`src/hdl/bbf_pkg.sv`:
```
`timescale 1ns / 1ps

package bbf_pkg;

  // Defaults for the top-level parameters
  localparam int SOURCE_COUNT    = 16;
  localparam int BUS_BYTES       = 8;
  localparam int BEAT_COUNT_BITS = 16;
  localparam int QUEUE_DEPTH     = 2;

  // Fixed field widths
  localparam int ADDR_BITS = 32;
  localparam int BEATS_W   = 16;
  localparam int SRC_ID_W  = 4;
  localparam int SIZE_W    = 4;
  localparam int CFG_W     = 4;

  localparam logic [SIZE_W-1:0] SIZE_MAX = '1;

  typedef logic [CFG_W-1:0] cfg_t;

  typedef struct packed {
    logic                 cmd_valid;
    logic [ADDR_BITS-1:0] cmd_address;
    logic [BEATS_W-1:0]   cmd_beats;
    logic                 req_ready;
    logic                 pause;
    logic                 resp_last_done;
    logic [SRC_ID_W-1:0]  resp_source;
  } item_t;

  typedef struct packed {
    logic                 req_valid;
    logic [ADDR_BITS-1:0] req_address;
    logic [SRC_ID_W-1:0]  req_source;
    logic [SIZE_W-1:0]    req_size_log2;
    logic                 cmd_ready;
  } result_t;

  // Classified tick, front to back
  typedef struct packed {
    logic                 issue;      // command offered and not paused
    logic                 req_ready;
    logic [ADDR_BITS-1:0] cmd_address;
    logic [BEATS_W-1:0]   cmd_beats;
    logic                 rel_valid;  // response frees an in-range ID
    logic [SRC_ID_W-1:0]  rel_id;
  } ent_t;

endpackage

```
`src/hdl/bbf_chan_if.sv`:
```
`timescale 1ns / 1ps

interface bbf_chan_if #(
  parameter type payload_t = logic
) ();
  logic     valid;
  logic     ready;
  payload_t data;

  modport source (output valid, output data, input ready);
  modport sink   (input valid, input data, output ready);
endinterface

```
`src/hdl/bus_read_burst_fetcher_core.sv`:
```
`timescale 1ns / 1ps

// Burst read-request issuer. Each word on item_i is one bus tick (offered command, request
// ready, pause, response completion); each word on result_o is the request presented that
// tick plus the command acknowledge. One word is taken per clock when result_o keeps up; a
// taken word goes into the queue, and when the back pops it, the back's state update of lowest
// free source and beat/byte offset loads the output register, from which it leaves on result_o.
// A stalled result_o fills the output register and the QUEUE_DEPTH-word queue before item_i
// is held off.
// cfg_i is always ready and sets log2 beats per burst; write it only while idle.
module bus_read_burst_fetcher_core #(
  parameter int SOURCE_COUNT    = bbf_pkg::SOURCE_COUNT,
  parameter int BUS_BYTES       = bbf_pkg::BUS_BYTES,
  parameter int BEAT_COUNT_BITS = bbf_pkg::BEAT_COUNT_BITS,
  parameter int QUEUE_DEPTH     = bbf_pkg::QUEUE_DEPTH
) (
  input  logic              clk_i,
  input  logic              rst_ni,
  bbf_chan_if.sink          item_i,
  bbf_chan_if.source        result_o,
  bbf_chan_if.sink          cfg_i
);

  logic          q_push, q_ready, q_valid, q_pop;
  bbf_pkg::ent_t q_wdata, q_rdata;

  assign cfg_i.ready = 1'b1;

  bbf_front #(
    .SOURCE_COUNT (SOURCE_COUNT)
  ) u_front (
    .item_valid_i (item_i.valid),
    .item_data_i  (item_i.data),
    .item_ready_o (item_i.ready),
    .q_ready_i    (q_ready),
    .q_push_o     (q_push),
    .q_data_o     (q_wdata)
  );

  bbf_queue #(
    .entry_t (bbf_pkg::ent_t),
    .DEPTH   (QUEUE_DEPTH)
  ) u_queue (
    .clk_i        (clk_i),
    .rst_ni       (rst_ni),
    .push_i       (q_push),
    .push_data_i  (q_wdata),
    .push_ready_o (q_ready),
    .pop_valid_o  (q_valid),
    .pop_data_o   (q_rdata),
    .pop_i        (q_pop)
  );

  bbf_back #(
    .SOURCE_COUNT    (SOURCE_COUNT),
    .BUS_BYTES       (BUS_BYTES),
    .BEAT_COUNT_BITS (BEAT_COUNT_BITS)
  ) u_back (
    .clk_i       (clk_i),
    .rst_ni      (rst_ni),
    .cfg_we_i    (cfg_i.valid),
    .cfg_data_i  (cfg_i.data),
    .q_valid_i   (q_valid),
    .q_data_i    (q_rdata),
    .q_pop_o     (q_pop),
    .out_valid_o (result_o.valid),
    .out_data_o  (result_o.data),
    .out_ready_i (result_o.ready)
  );

endmodule

```
`src/hdl/bbf_front.sv`:
```
`timescale 1ns / 1ps

module bbf_front #(
  parameter int SOURCE_COUNT = bbf_pkg::SOURCE_COUNT
) (
  input  logic           item_valid_i,
  input  bbf_pkg::item_t item_data_i,
  output logic           item_ready_o,
  input  logic           q_ready_i,
  output logic           q_push_o,
  output bbf_pkg::ent_t  q_data_o
);

  localparam int CW = bbf_pkg::SRC_ID_W + 3;

  logic src_in_range;

  assign src_in_range = CW'(item_data_i.resp_source) < CW'(SOURCE_COUNT);

  assign item_ready_o = q_ready_i;
  assign q_push_o     = item_valid_i && q_ready_i;

  always_comb begin
    q_data_o.issue       = item_data_i.cmd_valid && !item_data_i.pause;
    q_data_o.req_ready   = item_data_i.req_ready;
    q_data_o.cmd_address = item_data_i.cmd_address;
    q_data_o.cmd_beats   = item_data_i.cmd_beats;
    q_data_o.rel_valid   = item_data_i.resp_last_done && src_in_range;
    q_data_o.rel_id      = item_data_i.resp_source;
  end

endmodule

```
`src/hdl/bbf_queue.sv`:
```
`timescale 1ns / 1ps

// Small FIFO between front and back; DEPTH of at least 2.
module bbf_queue #(
  parameter type entry_t = logic,
  parameter int  DEPTH   = bbf_pkg::QUEUE_DEPTH
) (
  input  logic   clk_i,
  input  logic   rst_ni,
  input  logic   push_i,
  input  entry_t push_data_i,
  output logic   push_ready_o,
  output logic   pop_valid_o,
  output entry_t pop_data_o,
  input  logic   pop_i
);

  localparam int PW = $clog2(DEPTH);
  localparam int CW = $clog2(DEPTH + 1);

  entry_t          mem_q [DEPTH];
  logic [PW-1:0]   wr_q, wr_d;
  logic [PW-1:0]   rd_q, rd_d;
  logic [CW-1:0]   cnt_q, cnt_d;
  logic            do_push, do_pop;

  assign push_ready_o = cnt_q != CW'(DEPTH);
  assign pop_valid_o  = cnt_q != '0;
  assign pop_data_o   = mem_q[rd_q];
  assign do_push      = push_i && push_ready_o;
  assign do_pop       = pop_i && pop_valid_o;

  always_comb begin
    wr_d  = wr_q;
    rd_d  = rd_q;
    cnt_d = cnt_q;
    if (do_push) begin
      wr_d = (wr_q == PW'(DEPTH - 1)) ? '0 : wr_q + 1'b1;
    end
    if (do_pop) begin
      rd_d = (rd_q == PW'(DEPTH - 1)) ? '0 : rd_q + 1'b1;
    end
    if (do_push && !do_pop) begin
      cnt_d = cnt_q + 1'b1;
    end else if (do_pop && !do_push) begin
      cnt_d = cnt_q - 1'b1;
    end
  end

  always_ff @(posedge clk_i or negedge rst_ni) begin
    if (!rst_ni) begin
      wr_q  <= '0;
      rd_q  <= '0;
      cnt_q <= '0;
    end else begin
      wr_q  <= wr_d;
      rd_q  <= rd_d;
      cnt_q <= cnt_d;
    end
  end

  always_ff @(posedge clk_i) begin
    if (do_push) begin
      mem_q[wr_q] <= push_data_i;
    end
  end

  a_cnt_bound : assert property (@(posedge clk_i) disable iff (!rst_ni)
    cnt_q <= CW'(DEPTH))
    else $error("queue count beyond depth");

endmodule

```
`src/hdl/bbf_back.sv`:
```
`timescale 1ns / 1ps

module bbf_back #(
  parameter int SOURCE_COUNT    = bbf_pkg::SOURCE_COUNT,
  parameter int BUS_BYTES       = bbf_pkg::BUS_BYTES,
  parameter int BEAT_COUNT_BITS = bbf_pkg::BEAT_COUNT_BITS
) (
  input  logic             clk_i,
  input  logic             rst_ni,
  input  logic             cfg_we_i,
  input  bbf_pkg::cfg_t    cfg_data_i,
  input  logic             q_valid_i,
  input  bbf_pkg::ent_t    q_data_i,
  output logic             q_pop_o,
  output logic             out_valid_o,
  output bbf_pkg::result_t out_data_o,
  input  logic             out_ready_i
);

  localparam int SC   = SOURCE_COUNT;
  localparam int CB   = BEAT_COUNT_BITS;
  localparam int AW   = bbf_pkg::ADDR_BITS;
  localparam int SW   = (SC > 1) ? $clog2(SC) : 1;
  localparam int IDW  = bbf_pkg::SRC_ID_W + 3;
  localparam int ZW   = bbf_pkg::SIZE_W + 1;
  localparam int CLOG2_BUS = $clog2(BUS_BYTES);
  // byte offset lost when the beat offset wraps
  localparam logic [AW-1:0] WRAP_BYTES = AW'(64'(BUS_BYTES) << CB);

  logic [SC-1:0]      free_q, free_d;
  logic [CB-1:0]      beat_q, beat_d;
  logic [AW-1:0]      byte_q, byte_d;   // beat_q * BUS_BYTES, kept incrementally
  bbf_pkg::cfg_t      log2_q;
  logic               out_valid_q;
  bbf_pkg::result_t   out_q;

  logic [SC-1:0]      iso, rel_mask;
  logic [SW-1:0]      lowest;
  logic               any_free, issue, transfer, hit, step_ok, pop;
  logic [CB:0]        beat_sum;
  logic [CB-1:0]      step_beats;
  logic [AW-1:0]      step_bytes;
  logic [ZW-1:0]      size_sum;
  bbf_pkg::result_t   res;

  assign pop     = q_valid_i && (!out_valid_q || out_ready_i);
  assign q_pop_o = pop;

  always_comb begin
    iso      = free_q & (~free_q + 1'b1);
    any_free = |free_q;
    lowest   = '0;
    rel_mask = '0;
    for (int i = 0; i < SC; i++) begin
      lowest      = lowest | (SW'(i) & {SW{iso[i]}});
      rel_mask[i] = q_data_i.rel_valid && (IDW'(q_data_i.rel_id) == IDW'(i));
    end
  end

  always_comb begin
    issue      = q_data_i.issue && any_free;
    transfer   = issue && q_data_i.req_ready;
    step_ok    = int'(log2_q) < CB;
    step_beats = step_ok ? (CB'(1) << log2_q) : '0;
    step_bytes = step_ok ? (AW'(BUS_BYTES) << log2_q) : '0;
    beat_sum   = {1'b0, beat_q} + {1'b0, step_beats};
    hit        = beat_sum[CB-1:0] == CB'(q_data_i.cmd_beats);
    size_sum   = {1'b0, log2_q} + ZW'(CLOG2_BUS);

    res.req_valid     = issue;
    res.req_address   = q_data_i.cmd_address + byte_q;
    res.req_source    = bbf_pkg::SRC_ID_W'(lowest);
    res.req_size_log2 = (size_sum > ZW'(bbf_pkg::SIZE_MAX)) ? bbf_pkg::SIZE_MAX
                                                            : size_sum[ZW-2:0];
    res.cmd_ready     = transfer && hit;

    free_d = free_q | rel_mask;
    beat_d = beat_q;
    byte_d = byte_q;
    if (transfer) begin
      free_d = free_d & ~iso;   // claim beats a free of the same ID
      if (hit) begin
        beat_d = '0;
        byte_d = '0;
      end else begin
        beat_d = beat_sum[CB-1:0];
        byte_d = byte_q + step_bytes - (beat_sum[CB] ? WRAP_BYTES : '0);
      end
    end
  end

  always_ff @(posedge clk_i or negedge rst_ni) begin
    if (!rst_ni) begin
      free_q      <= '1;
      beat_q      <= '0;
      byte_q      <= '0;
      log2_q      <= '0;
      out_valid_q <= 1'b0;
    end else begin
      if (cfg_we_i) begin
        log2_q <= cfg_data_i;
      end
      if (pop) begin
        free_q      <= free_d;
        beat_q      <= beat_d;
        byte_q      <= byte_d;
        out_valid_q <= 1'b1;
      end else if (out_ready_i) begin
        out_valid_q <= 1'b0;
      end
    end
  end

  always_ff @(posedge clk_i) begin
    if (pop) begin
      out_q <= res;
    end
  end

  assign out_valid_o = out_valid_q;
  assign out_data_o  = out_q;

  a_byte_track : assert property (@(posedge clk_i) disable iff (!rst_ni)
    byte_q == AW'(64'(beat_q) * 64'(BUS_BYTES)))
    else $error("byte offset out of step with beat offset");

  a_claim_busy : assert property (@(posedge clk_i) disable iff (!rst_ni)
    (pop && transfer) |=> ((free_q & $past(iso)) == '0))
    else $error("claimed source still free");

  a_ack_clears : assert property (@(posedge clk_i) disable iff (!rst_ni)
    (pop && res.cmd_ready) |=> (beat_q == '0))
    else $error("offset not cleared after command done");

  a_ack_needs_req : assert property (@(posedge clk_i) disable iff (!rst_ni)
    out_valid_q |-> (!out_q.cmd_ready || out_q.req_valid))
    else $error("command acknowledged without a request");

endmodule
```
`src/flat_wrapper.sv`:
```
// flat-port wrapper written by rule: the top's interface ports become plain ports
module bus_read_burst_fetcher_core_flat 
#(
  parameter int SOURCE_COUNT    = bbf_pkg::SOURCE_COUNT,
  parameter int BUS_BYTES       = bbf_pkg::BUS_BYTES,
  parameter int BEAT_COUNT_BITS = bbf_pkg::BEAT_COUNT_BITS,
  parameter int QUEUE_DEPTH     = bbf_pkg::QUEUE_DEPTH
)
  (clk_i, rst_ni, item_i_valid, item_i_data, item_i_ready, result_o_valid, result_o_data, result_o_ready, cfg_i_valid, cfg_i_data, cfg_i_ready);
  bbf_chan_if item_i_i ();
  bbf_chan_if result_o_i ();
  bbf_chan_if cfg_i_i ();
  input  logic clk_i;
  input  logic rst_ni;
  input wire logic [$bits(item_i_i.valid)-1:0] item_i_valid;
  input wire logic [$bits(item_i_i.data)-1:0] item_i_data;
  output wire logic [$bits(item_i_i.ready)-1:0] item_i_ready;
  output wire logic [$bits(result_o_i.valid)-1:0] result_o_valid;
  output wire logic [$bits(result_o_i.data)-1:0] result_o_data;
  input wire logic [$bits(result_o_i.ready)-1:0] result_o_ready;
  input wire logic [$bits(cfg_i_i.valid)-1:0] cfg_i_valid;
  input wire logic [$bits(cfg_i_i.data)-1:0] cfg_i_data;
  output wire logic [$bits(cfg_i_i.ready)-1:0] cfg_i_ready;
  assign item_i_i.valid = item_i_valid;
  assign item_i_i.data = item_i_data;
  assign item_i_ready = item_i_i.ready;
  assign result_o_valid = result_o_i.valid;
  assign result_o_data = result_o_i.data;
  assign result_o_i.ready = result_o_ready;
  assign cfg_i_i.valid = cfg_i_valid;
  assign cfg_i_i.data = cfg_i_data;
  assign cfg_i_ready = cfg_i_i.ready;
  bus_read_burst_fetcher_core #(.SOURCE_COUNT(SOURCE_COUNT), .BUS_BYTES(BUS_BYTES), .BEAT_COUNT_BITS(BEAT_COUNT_BITS), .QUEUE_DEPTH(QUEUE_DEPTH)) u_core (.clk_i(clk_i), .rst_ni(rst_ni), .item_i(item_i_i), .result_o(result_o_i), .cfg_i(cfg_i_i));
endmodule
```
`config.mk`:
```
export PLATFORM = sky130hd
export DESIGN_NAME = bus_read_burst_fetcher_core_flat
export DESIGN_NICKNAME = d
export VERILOG_FILES = /design/src/hdl/bbf_pkg.sv /design/src/hdl/bbf_chan_if.sv /design/src/hdl/bus_read_burst_fetcher_core.sv /design/src/hdl/bbf_front.sv /design/src/hdl/bbf_queue.sv /design/src/hdl/bbf_back.sv /design/src/flat_wrapper.sv
export SDC_FILE = /design/constraint.sdc
export NUM_CORES = 1
export LEC_CHECK = 0
export BUFFER_PORTS_ARGS = -buffer_cell sky130_fd_sc_hd__buf_2
export CAP_MARGIN = 20
export CORE_AREA = 2 2 39 41
export CTS_CLUSTER_DIAMETER = 150
export DETAILED_ROUTE_END_ITERATION = 6
export DIE_AREA = 0 0 41 43
export GPL_TIMING_DRIVEN = 1
export PLACE_DENSITY = 0.39
export SETUP_SLACK_MARGIN = 0.4
export SYNTH_ARGS = -nofsm -noshare
export SYNTH_HDL_FRONTEND = slang
export SYNTH_SLANG_ARGS = --single-unit
```
`constraint.sdc`:
```
create_clock -name clk_i -period 2.2 [get_ports clk_i]
set_input_delay 0.11 -clock clk_i [delete_from_list [all_inputs] [get_ports clk_i]]
set_output_delay 0.11 -clock clk_i [all_outputs]
set_load 0.01 [all_outputs]
```
==> impl_metrics.py, run 1 <==
metrics = {
    "routing": {
        "wl_per_cell_um": 6.90,
        "viasPerCell": 2.93,
        "first_pass_iters": 4,
        "drc": 0,
        "drtAntennaViolNets": 0,
        "drtIter0Drc": 2,
        "drt-total-wl_um": 290,
        "vias": 123,
    },
    "final_layout": {
        "area_growth_pct": 38.7,
        "nets": 35,
        "drive_above_1_share_pct": 30.8,
        "antenna_cells": 0,
        "layout_common_cells": "5 x buf_2, 3 x clkbuf_4, 3 x dfrtp_1",
        "final_area_um2": 238,
        "final_common_cell": "buf_2",
    },
    "clocking": {
        "cts_buffers": 3,
        "ctsHoldBuffers": 1,
        "clock_path_buffers": 2,
        "cts_tree": "done",
        "clk_latency_ns": 0.23,
        "root_buffer": "clkbuf_4",
        "ctsResizeCount": 0,
        "cts_setup_buffers": 0,
        "cts.sinks": 3,
        "h-tree-depth": 1,
        "clk_pin_slew_ns": 0.04,
    },
    "setup_path": {
        "path_delay_family": "simple AND/OR/NAND/NOR gates",
        "crit_type": "reg2reg",
        "critPathLaunch": "u_core.u_queue.cnt_q[0]",
        "crit_fanout": 5,
        "worstPathArrival_ns": 1.60,
        "r2r_end": "u_core.u_queue.cnt_q[1]",
        "cpPeakStageDelay_ns": 0.42,
        "required_ns": 2.35,
        "crit_buf_inv": 0,
        "cp-start-kind": "flip-flop",
        "r2r_cells": 6,
        "rrSetupSlack_ns": 0.75,
        "cp_cell_sequence": "nand2b_1 -> and2_1 -> ha_1 -> xor2_1 -> nor2_1 -> xor2_1",
        "critPathCaptureType": "flip-flop",
        "crit_slowest_cell": "dfrtp_1",
        "crit_top_cell": "xor2_1",
        "crit-reg2reg-launch": "u_core.u_queue.cnt_q[0]",
    },
    "synthesis": {
        "syn-num-nets": 26,
        "synthCells": 18,
        "synth_top_area_share_pct": 43.8,
        "synthTopCellsByArea": "dfrtp_1 44%, xor2_1 10%, buf_4 8.8%",
        "yosysTopAreaCell": "dfrtp_1",
        "synthDistinctLibCells": 11,
        "ys_warn_count": 0,
        "postSynthRegisterBits": 3,
        "avgSynthCellArea_um2": 9.52,
        "yosysSeqAreaShare_pct": 43.8,
        "syn-cell-area_um2": 171,
    },
    "min_path": {
        "hp-start": "result_o_ready",
        "holdCritPathClass": "in2reg",
        "whs_path_depth": 3,
        "worst_hold_path.endpoint": "u_core.u_back.out_valid_o",
    },
    "die": {
        "dieWidth_um": 41,
        "dieArea_um2": 1760,
        "die_h_um": 43,
        "start_util_pct": 12.4,
        "coreArea_um2": 1380,
        "rows": 14,
        "io_pins": 11,
    },
    "placed_design": {
        "placed_area_um2": 201,
        "io_buffers": 5,
        "routabilityCongestion": 0.526,
        "dp_slack_ns": 0.763,
        "dpl.hpwl_um": 214,
    },
    "timing": {
        "period_share_pct": 65.8,
        "hold_violations": 0,
        "setup_tns_ns": 0,
        "finalCriticalPeriod_ns": 1.45,
        "setup_viol": 0,
        "holdWs_ns": 0.150,
        "skew_ns": 0.00149,
        "finalWorstSetupSlack_ns": 0.751,
        "clock.fmax_ghz": 0.690,
        "rsz0062_at_grt": "no",
        "final_max_slew_viol_count": 0,
    },
    "power_and_ir_drop": {
        "p_seq_share_pct": 33.2,
        "p_sw_share_pct": 34.5,
        "peakVddDrop_mv": 0.321,
        "power.switching_mw": 0.116,
        "combPwrFrac_pct": 38.5,
        "p_clk_share_pct": 28.3,
        "p_per_area_nw_per_um2": 1420,
        "p_int_mw": 0.221,
        "p_leak_nw": 0.111,
    },
    "global_routing": {
        "grt_remaining_overflow": 0,
        "antenna_found_initial": 0,
        "track_usage_pct": 4.52,
        "grt_pass1_vias": 119,
        "grt_pass1_wl_um": 462,
        "grt_start_max_net_pins": 6,
    },
    "run": {
        "maxCapViolations": 0,
    },
    "outcome": {
        "status": "completed",
    },
}
## power by group through the flow
stage	sequential (mW)	combinational [mW]	clock [mW]
6_report	0.112	0.130	0.0953
5_1_grt	0.120	0.152	0.104
4_1_cts	0.112	0.132	0.102
3_5_place_dp	0.112	0.129	0
3_3_place_gp	0.111	0.126	0
2_1_floorplan	0.111	0.0991	0
## worst max-delay path by stage
stage / to / cells after the start
2_1_floorplan: u_core.u_queue.cnt_q[1] / 6
4_1_cts: u_core.u_queue.cnt_q[1] / 6
3_3_place_gp: u_core.u_queue.cnt_q[1] / 6
6_report: u_core.u_queue.cnt_q[1] / 6
5_1_grt: u_core.u_queue.cnt_q[1] / 6
3_5_place_dp: u_core.u_queue.cnt_q[1] / 6
## cell usage after synthesis
cell,instances
dfrtp_1,3
buf_4,2
conb_1,2
nand2b_1,2
nor2_1,2
xor2_1,2
and2_1,1
ha_1,1
nand2_1,1
o21ai_0,1
xnor2_1,1
## worst register-to-register path, stage by stage, from the launching register on
cell	delay (ns)
dfrtp_1	0.42
nand2b_1	0.17
and2_1	0.16
ha_1	0.20
xor2_1	0.16
nor2_1	0.12
xor2_1	0.15
## registers in the layout, indices dropped and copies added, names as in the netlist
register and flops:
u_core.u_back.out_valid_o 1, u_core.u_queue.cnt_q 2
## cells by family after synthesis
kind of cell             synth area share [%]
AND/OR/NAND/NOR                          17.5
XOR/XNOR                                 15.3
flip-flops                               43.8
buffers and inverters                    8.76
other                                    4.38
AO/OA/AOI/OAI                            2.92
adder cells (fa/ha/maj)                  7.30
## per-stage QoR
step | util (%) | instances | power, mW
floorplan | - | 18 | 0.210
global placement | 14.6 | 37 | 0.237
detailed placement | 14.6 | 37 | 0.241
CTS | 17.2 | 42 | 0.346
global route | 17.2 | 42 | 0.376
finish | 17.2 | 42 | 0.337
## cell type report
| class | instances | area, um^2 |
|---|---|---|
| Tap cell | 16 | 20.0 |
| Fill cell | 165 | 1150 |
| Multi-Input combinational cell | 13 | 81.3 |
| Sequential cell | 3 | 75.1 |
| Clock buffer | 4 | 26.3 |
| Timing Repair Buffer | 6 | 35.0 |
## per-layer routing
| metal | wire (um) | vias up | part of all wire (%) | global-route usage, % |
|---|---|---|---|---|
| li1 | - | 65 | - | - |
| met2 | 113 | 8 | 39 | 4.06 |
| met5 | 0 | - | 0 | 0 |
| met3 | 39 | 0 | 13 | 3.14 |
| met1 | 138 | 50 | 48 | 5.48 |
| met4 | 0 | 0 | 0 | 6.00 |
No activity file was read; power rests on OpenSTA's default activity.
==> inputs of run 2 (changes only) <==
--- a/config.mk
+++ b/config.mk
@@ -5,6 +5,7 @@
 export SDC_FILE = /design/constraint.sdc
 export NUM_CORES = 1
 export LEC_CHECK = 0
+export ABC_AREA = 1
 export BUFFER_PORTS_ARGS = -buffer_cell sky130_fd_sc_hd__buf_2
 export CAP_MARGIN = 20
 export CORE_AREA = 2 2 39 41
@@ -12,7 +13,7 @@
 export DETAILED_ROUTE_END_ITERATION = 6
 export DIE_AREA = 0 0 41 43
 export GPL_TIMING_DRIVEN = 1
-export PLACE_DENSITY = 0.39
+export PLACE_DENSITY = 0.41
 export SETUP_SLACK_MARGIN = 0.4
 export SYNTH_ARGS = -nofsm -noshare
 export SYNTH_HDL_FRONTEND = slang
==> constraint.sdc (replaced) <==
create_clock -name clk_i -period 1.4 [get_ports clk_i]
set_input_delay 0.07 -clock clk_i [delete_from_list [all_inputs] [get_ports clk_i]]
set_output_delay 0.07 -clock clk_i [all_outputs]
set_load 0.01 [all_outputs]
==> impl_metrics.py, run 2 <==
metrics = {
    "setup_path": {
        "critPathCaptureType": "flip-flop",
        "crit_top_cell": "nand2_1",
        "crit_slowest_cell": "dfrtp_1",
        "cp-start-kind": "flip-flop",
        "cpPeakStageDelay_ns": 0.40,
        "worstPathArrival_ns": 1.29,
        "required_ns": 1.52,
        "crit_fanout": 3,
        "crit_type": "reg2reg",
        "cp_cell_sequence": "o21ai_2 -> ha_4 -> inv_2 -> nand3_2 -> nand2_1 -> nand2_1",
    },
    "routing": {
        "wl_per_cell_um": 7.67,
        "drc": 0,
        "drtIter0Drc": 0,
        "viasPerCell": 3.46,
        "first_pass_iters": 1,
        "vias": 180,
        "drt-total-wl_um": 399,
        "drtAntennaViolNets": 0,
    },
    "synthesis": {
        "synth_edf_count": 0,
        "synthDistinctLibCells": 13,
        "ys_warn_count": 0,
        "synth.most_common_cell": "nand2_1",
        "avgSynthCellArea_um2": 7.81,
        "yosysTopAreaCell": "dfrtp_1",
        "yosysSeqAreaShare_pct": 38.5,
        "syn-cell-area_um2": 195,
        "postSynthRegisterBits": 3,
        "synthCells": 25,
        "synth_top_area_share_pct": 38.5,
        "synthTopCellsByArea": "dfrtp_1 38%, nand2_1 12%, buf_4 7.7%",
        "syn-num-nets": 33,
        "async_flop_share_pct": 100,
        "yosys-top-cells-count": "6 x nand2_1, 4 x inv_1, 3 x dfrtp_1",
        "synth_ff_type": "dfrtp_1",
    },
    "die": {
        "start_util_pct": 14.1,
        "rows": 14,
        "dieWidth_um": 41,
        "io_pins": 11,
        "dieArea_um2": 1760,
        "die_h_um": 43,
        "coreArea_um2": 1380,
    },
    "power_and_ir_drop": {
        "p_per_area_nw_per_um2": 2420,
        "peakVddDrop_mv": 0.656,
        "p_leak_nw": 0.153,
    },
    "final_layout": {
        "postLayoutCoreUtil_pct": 22.2,
        "antenna_cells": 0,
        "drive_above_1_share_pct": 55.6,
        "top_register": "u_core.u_queue.cnt_q",
        "layout_common_cells": "5 x nand2_1, 5 x buf_2, 3 x inv_1, 3 x clkbuf_4, 3 x buf_4",
        "seq_area_um2": 76.3,
        "largest_register_ffs": 2,
        "nets": 45,
        "area_growth_pct": 57.7,
        "multiInputGateArea_um2": 109,
        "nFillCells": 159,
    },
    "timing": {
        "hold_violations": 0,
        "finalCriticalPeriod_ns": 1.17,
        "final_max_slew_viol_count": 0,
        "clock.fmax_ghz": 0.856,
        "period_share_pct": 83.4,
        "skew_ns": 0.00217,
        "rsz0062_at_grt": "yes",
        "setup_viol": 0,
        "setup_tns_ns": 0,
    },
    "placed_design": {
        "routabilityCongestion": 0.632,
        "dpl.hpwl_um": 265,
        "io_buffers": 5,
    },
    "global_routing": {
        "grt_remaining_overflow": 0,
        "grt_pass1_vias": 170,
        "track_usage_pct": 7.33,
        "grt_start_max_net_pins": 5,
        "antenna_found_initial": 0,
        "grt_pass1_wl_um": 717,
    },
    "min_path": {
        "holdCritPathClass": "in2reg",
    },
    "outcome": {
        "status": "completed",
    },
    "clocking": {
        "clk_pin_slew_ns": 0.04,
        "clock_path_buffers": 2,
        "cts.sinks": 3,
        "cts_tree": "done",
        "cts_buffers": 3,
        "h-tree-depth": 1,
        "clk_latency_ns": 0.24,
        "root_buffer": "clkbuf_4",
    },
    "run": {
        "maxCapViolations": 0,
    },
}
[run 2: cell count changes after synthesis, moves of 2 or more]
cell,before,now
inv_1,0,4
nand2_1,1,6
nand2b_1,2,0
nor2_1,2,0
xor2_1,2,0
[run 2: what timing repair did]
| action | in CTS | in global routing |
|---|---|---|
| endpoints found under the setup margin | 3 | 3 |
| gates resized for setup | 5 | 1 |
| pin swaps | 4 | 1 |
| hold buffers | 1 | 0 |
| endpoints found under the hold margin | 3 | 0 |
| setup buffers | 3 | 0 |
[run 2: where the power goes]
| part | leakage [nW] | total [mW] | internal [mW] | switching [mW] |
|---|---|---|---|---|
| combinational | 0.105 | 0.410 | 0.211 | 0.200 |
| sequential | 0.0335 | 0.181 | 0.138 | 0.0432 |
| clock | 0.0150 | 0.154 | 0.107 | 0.0466 |
| total | 0.153 | 0.745 | 0.455 | 0.289 |
[run 2: final cells by class]
cell class | count | share of cell area, %
multi-input cells | 15 | 35.4
flip-flops and latches | 3 | 24.8
repair buffers | 9 | 18.7
clock buffers | 4 | 8.54
well taps | 16 | 6.50
inverters | 5 | 6.10
[run 2: path summary, 6_finish.rpt]
check	startpoint	to	slack, ns	cells past startpoint
worst min-delay path	result_o_ready	u_core.u_back.out_valid_o	0.11	4
worst min register to register	u_core.u_back.out_valid_o	u_core.u_back.out_valid_o	0.50	2
max in group asynchronous	rst_ni	u_core.u_queue.cnt_q[1]	1.11	2
min in group asynchronous	rst_ni	u_core.u_back.out_valid_o	0.16	2
worst max register to register	u_core.u_queue.cnt_q[0]	u_core.u_queue.cnt_q[1]	0.23	6
worst max-delay path	u_core.u_queue.cnt_q[0]	u_core.u_queue.cnt_q[1]	0.23	6
[run 2: layer usage]
metal | up-vias | track usage, % | part of all wire [%]
li1 | 92 | - | -
met1 | 75 | 6.43 | 36
met2 | 8 | 8.13 | 44
met3 | 5 | 7.85 | 15
met4 | 0 | 8.00 | 5.5
met5 | - | 0 | 0
[run 2: critical path, delay by kind of cell (launching register included)]
kind / cells / cell delay (ns)
AO/OA/AOI/OAI: 1 / 0.21
adder cells (fa/ha/maj): 1 / 0.24
buffers and inverters: 1 / 0.06
flip-flops: 1 / 0.40
AND/OR/NAND/NOR: 3 / 0.15
[run 2: metrics by stage]
step                instances  total power, mW  cell area, um^2  worst slack [ns]  hold WS, ns
floorplan                  25            0.395              195             0.214       -0.226
global placement           44            0.455              225             0.136       -0.129
detailed placement         44            0.460              225             0.117       -0.127
CTS                        52            0.748              307             0.219        0.113
global route               52            0.832              308             0.149        0.118
finish                     52            0.745              308             0.232        0.113
[run 2: cells by family (layout without fill, tap and decap cells)]
| kind of cell | Yosys count | count (layout) | share of synthesized area (%) |
|---|---|---|---|
| other cells | 2 | 2 | 3.85 |
| simple gates | 9 | 9 | 23.1 |
| compound gates | 2 | 2 | 6.41 |
| flops | 3 | 3 | 38.5 |
| xor+xnor | 1 | 1 | 4.49 |
| buf+inv | 7 | 18 | 17.3 |
| fa+ha+maj | 1 | 1 | 6.41 |
==> inputs of run 3 (changes only) <==
--- a/config.mk
+++ b/config.mk
@@ -5,7 +5,7 @@
 export SDC_FILE = /design/constraint.sdc
 export NUM_CORES = 1
 export LEC_CHECK = 0
-export ABC_AREA = 1
+export ABC_AREA = 0
 export BUFFER_PORTS_ARGS = -buffer_cell sky130_fd_sc_hd__buf_2
 export CAP_MARGIN = 20
 export CORE_AREA = 2 2 39 41
@@ -13,7 +13,7 @@
 export DETAILED_ROUTE_END_ITERATION = 6
 export DIE_AREA = 0 0 41 43
 export GPL_TIMING_DRIVEN = 1
-export PLACE_DENSITY = 0.41
+export PLACE_DENSITY = 0.4
 export SETUP_SLACK_MARGIN = 0.4
 export SYNTH_ARGS = -nofsm -noshare
 export SYNTH_HDL_FRONTEND = slang
==> constraint.sdc (replaced) <==
create_clock -name clk_i -period 1 [get_ports clk_i]
set_input_delay 0.05 -clock clk_i [delete_from_list [all_inputs] [get_ports clk_i]]
set_output_delay 0.05 -clock clk_i [all_outputs]
set_load 0.01 [all_outputs]
==> impl_metrics.py, run 3 (same netlist as run 1, synthesis figures left out) <==
metrics = {
    "outcome": {
        "status": "complete, but fails checks",
        "violations": "negative setup slack",
    },
    "routing": {
        "drt-total-wl_um": 377,
        "viasPerCell": 3.15,
        "drtIter0Drc": 3,
        "drtAntennaViolNets": 0,
        "vias": 148,
        "drc": 0,
        "first_pass_iters": 2,
        "wl_per_cell_um": 8.02,
    },
    "timing": {
        "rsz0062_at_grt": "yes",
        "finalCriticalPeriod_ns": 1.30,
        "skew_ns": 0.0000153,
        "finalWorstSetupSlack_ns": -0.297,
        "setup_viol": 3,
        "clock.fmax_ghz": 0.771,
        "hold_violations": 0,
        "period_share_pct": 130,
        "final_max_slew_viol_count": 0,
    },
    "final_layout": {
        "drive_above_1_share_pct": 61.3,
        "layout_common_cells": "4 x buf_2, 4 x buf_4, 3 x clkbuf_4",
        "nFillCells": 149,
        "postLayoutCoreUtil_pct": 23.3,
        "nets": 40,
        "largest_register_ffs": 2,
        "antenna_cells": 0,
        "top_register": "u_core.u_queue.cnt_q",
        "area_growth_pct": 88.3,
        "final_area_um2": 323,
    },
    "placed_design": {
        "routabilityCongestion": 0.559,
        "dpl.hpwl_um": 284,
        "placed_area_um2": 246,
        "io_buffers": 5,
    },
    "die": {
        "coreArea_um2": 1380,
        "die_h_um": 43,
        "io_pins": 11,
        "rows": 14,
        "dieWidth_um": 41,
        "start_util_pct": 12.4,
        "dieArea_um2": 1760,
    },
    "global_routing": {
        "grt_remaining_overflow": 0,
        "track_usage_pct": 5.62,
        "grt_pass1_wl_um": 579,
        "grt_start_max_net_pins": 4,
        "antenna_found_initial": 0,
        "grt_pass1_vias": 155,
    },
    "setup_path": {
        "rrSetupSlack_ns": -0.30,
        "crit-reg2reg-launch": "u_core.u_queue.cnt_q[0]",
        "cpPeakStageDelay_ns": 0.37,
        "worstPathArrival_ns": 1.44,
        "path_delay_family": "simple AND/OR/NAND/NOR gates",
        "crit_fanout": 2,
        "required_ns": 1.14,
        "cp_cell_sequence": "nand2b_4 -> and2_4 -> ha_4 -> xor2_1 -> nor2_1 -> xor2_1",
        "r2r_cells": 6,
        "crit_type": "reg2reg",
        "crit_top_cell": "xor2_1",
        "cp-start-kind": "flip-flop",
        "crit_buf_inv": 0,
        "critPathCaptureType": "flip-flop",
        "crit_slowest_cell": "dfrtp_1",
        "r2r_end": "u_core.u_queue.cnt_q[1]",
    },
    "clocking": {
        "h-tree-depth": 1,
        "cts_tree": "done",
        "cts_buffers": 3,
        "clk_pin_slew_ns": 0.03,
        "clock_path_buffers": 2,
        "root_buffer": "clkbuf_4",
        "cts.sinks": 3,
        "clk_latency_ns": 0.22,
    },
    "power_and_ir_drop": {
        "peakVddDrop_mv": 0.867,
        "combPwrFrac_pct": 58.5,
        "p_seq_share_pct": 22.8,
        "p_clk_share_pct": 18.7,
        "p_sw_share_pct": 33.6,
        "power.switching_mw": 0.361,
        "p_per_area_nw_per_um2": 3330,
        "p_leak_nw": 0.148,
        "power_mw": 1.08,
        "p_int_mw": 0.714,
    },
    "min_path": {
        "holdCritPathClass": "in2async",
    },
    "run": {
        "maxCapViolations": 0,
    },
}
==> run 3: cell count changes in the layout (fill, tap and decap cells not counted), moves of 2 or more <==
cell     change
inv_2        -2
buf_6        +2
nand2_1      -4
inv_1        -3
nand2_2      -2
xor2_1       +2
==> run 3: layout make-up <==
cell class                      count  area [um^2]  share of cell area [%]
Sequential cell                     3         76.3                    23.6
Tap cell                           16         20.0                    6.20
Clock buffer                        4         26.3                    8.14
Timing Repair Buffer               11         82.6                    25.6
Multi-Input combinational cell     13          118                    36.4
==> run 3: power groups by stage <==
stage,logic [mW],clock network [mW],registers [mW]
final,0.629,0.201,0.246
after global routing,0.712,0.217,0.257
after CTS,0.541,0.211,0.236
after detailed placement,0.467,0,0.235
after global placement,0.460,0,0.235
after floorplan,0.286,0,0.257
==> run 3: repair_timing <==
| action | CTS | global route |
|---|---|---|
| resized for setup | 3 | 4 |
| endpoints found under the hold margin | 3 | 0 |
| hold buffers | 1 | 0 |
| buffers inserted | 1 | 1 |
| pin swaps | 5 | 0 |
| setup endpoints to repair | 5 | 5 |
==> run 3: metrics by stage <==
step	std cells	TNS (ns)	hold slack (ns)	setup WS, ns
floorplan	18	-0.510	-0.246	-0.336
global placement	40	-0.531	-0.152	-0.334
detailed placement	40	-0.591	-0.151	-0.368
CTS	46	-0.431	0.150	-0.297
global route	47	-0.616	0.167	-0.383
finish	47	-0.431	0.150	-0.297
==> run 3: worst max-delay path by stage <==
stage,from,end,slack [ns],cells past startpoint
3_3_place_gp,u_core.u_queue.cnt_q[1],u_core.u_queue.cnt_q[1],-0.33,5
5_1_grt,u_core.u_queue.cnt_q[0],u_core.u_queue.cnt_q[1],-0.38,6
6_report,u_core.u_queue.cnt_q[0],u_core.u_queue.cnt_q[1],-0.30,6
3_5_place_dp,u_core.u_queue.cnt_q[1],u_core.u_queue.cnt_q[1],-0.37,5
4_1_cts,u_core.u_queue.cnt_q[0],u_core.u_queue.cnt_q[1],-0.30,6
2_1_floorplan,u_core.u_queue.cnt_q[0],u_core.u_queue.cnt_q[1],-0.34,6
==> run 3: per-layer routing <==
layer	vias up	global-route usage (%)	routed length, um
li1	76	-	-
met1	67	5.47	131
met2	5	7.50	204
met3	0	4.71	41
met4	0	4.00	0
met5	-	0	0
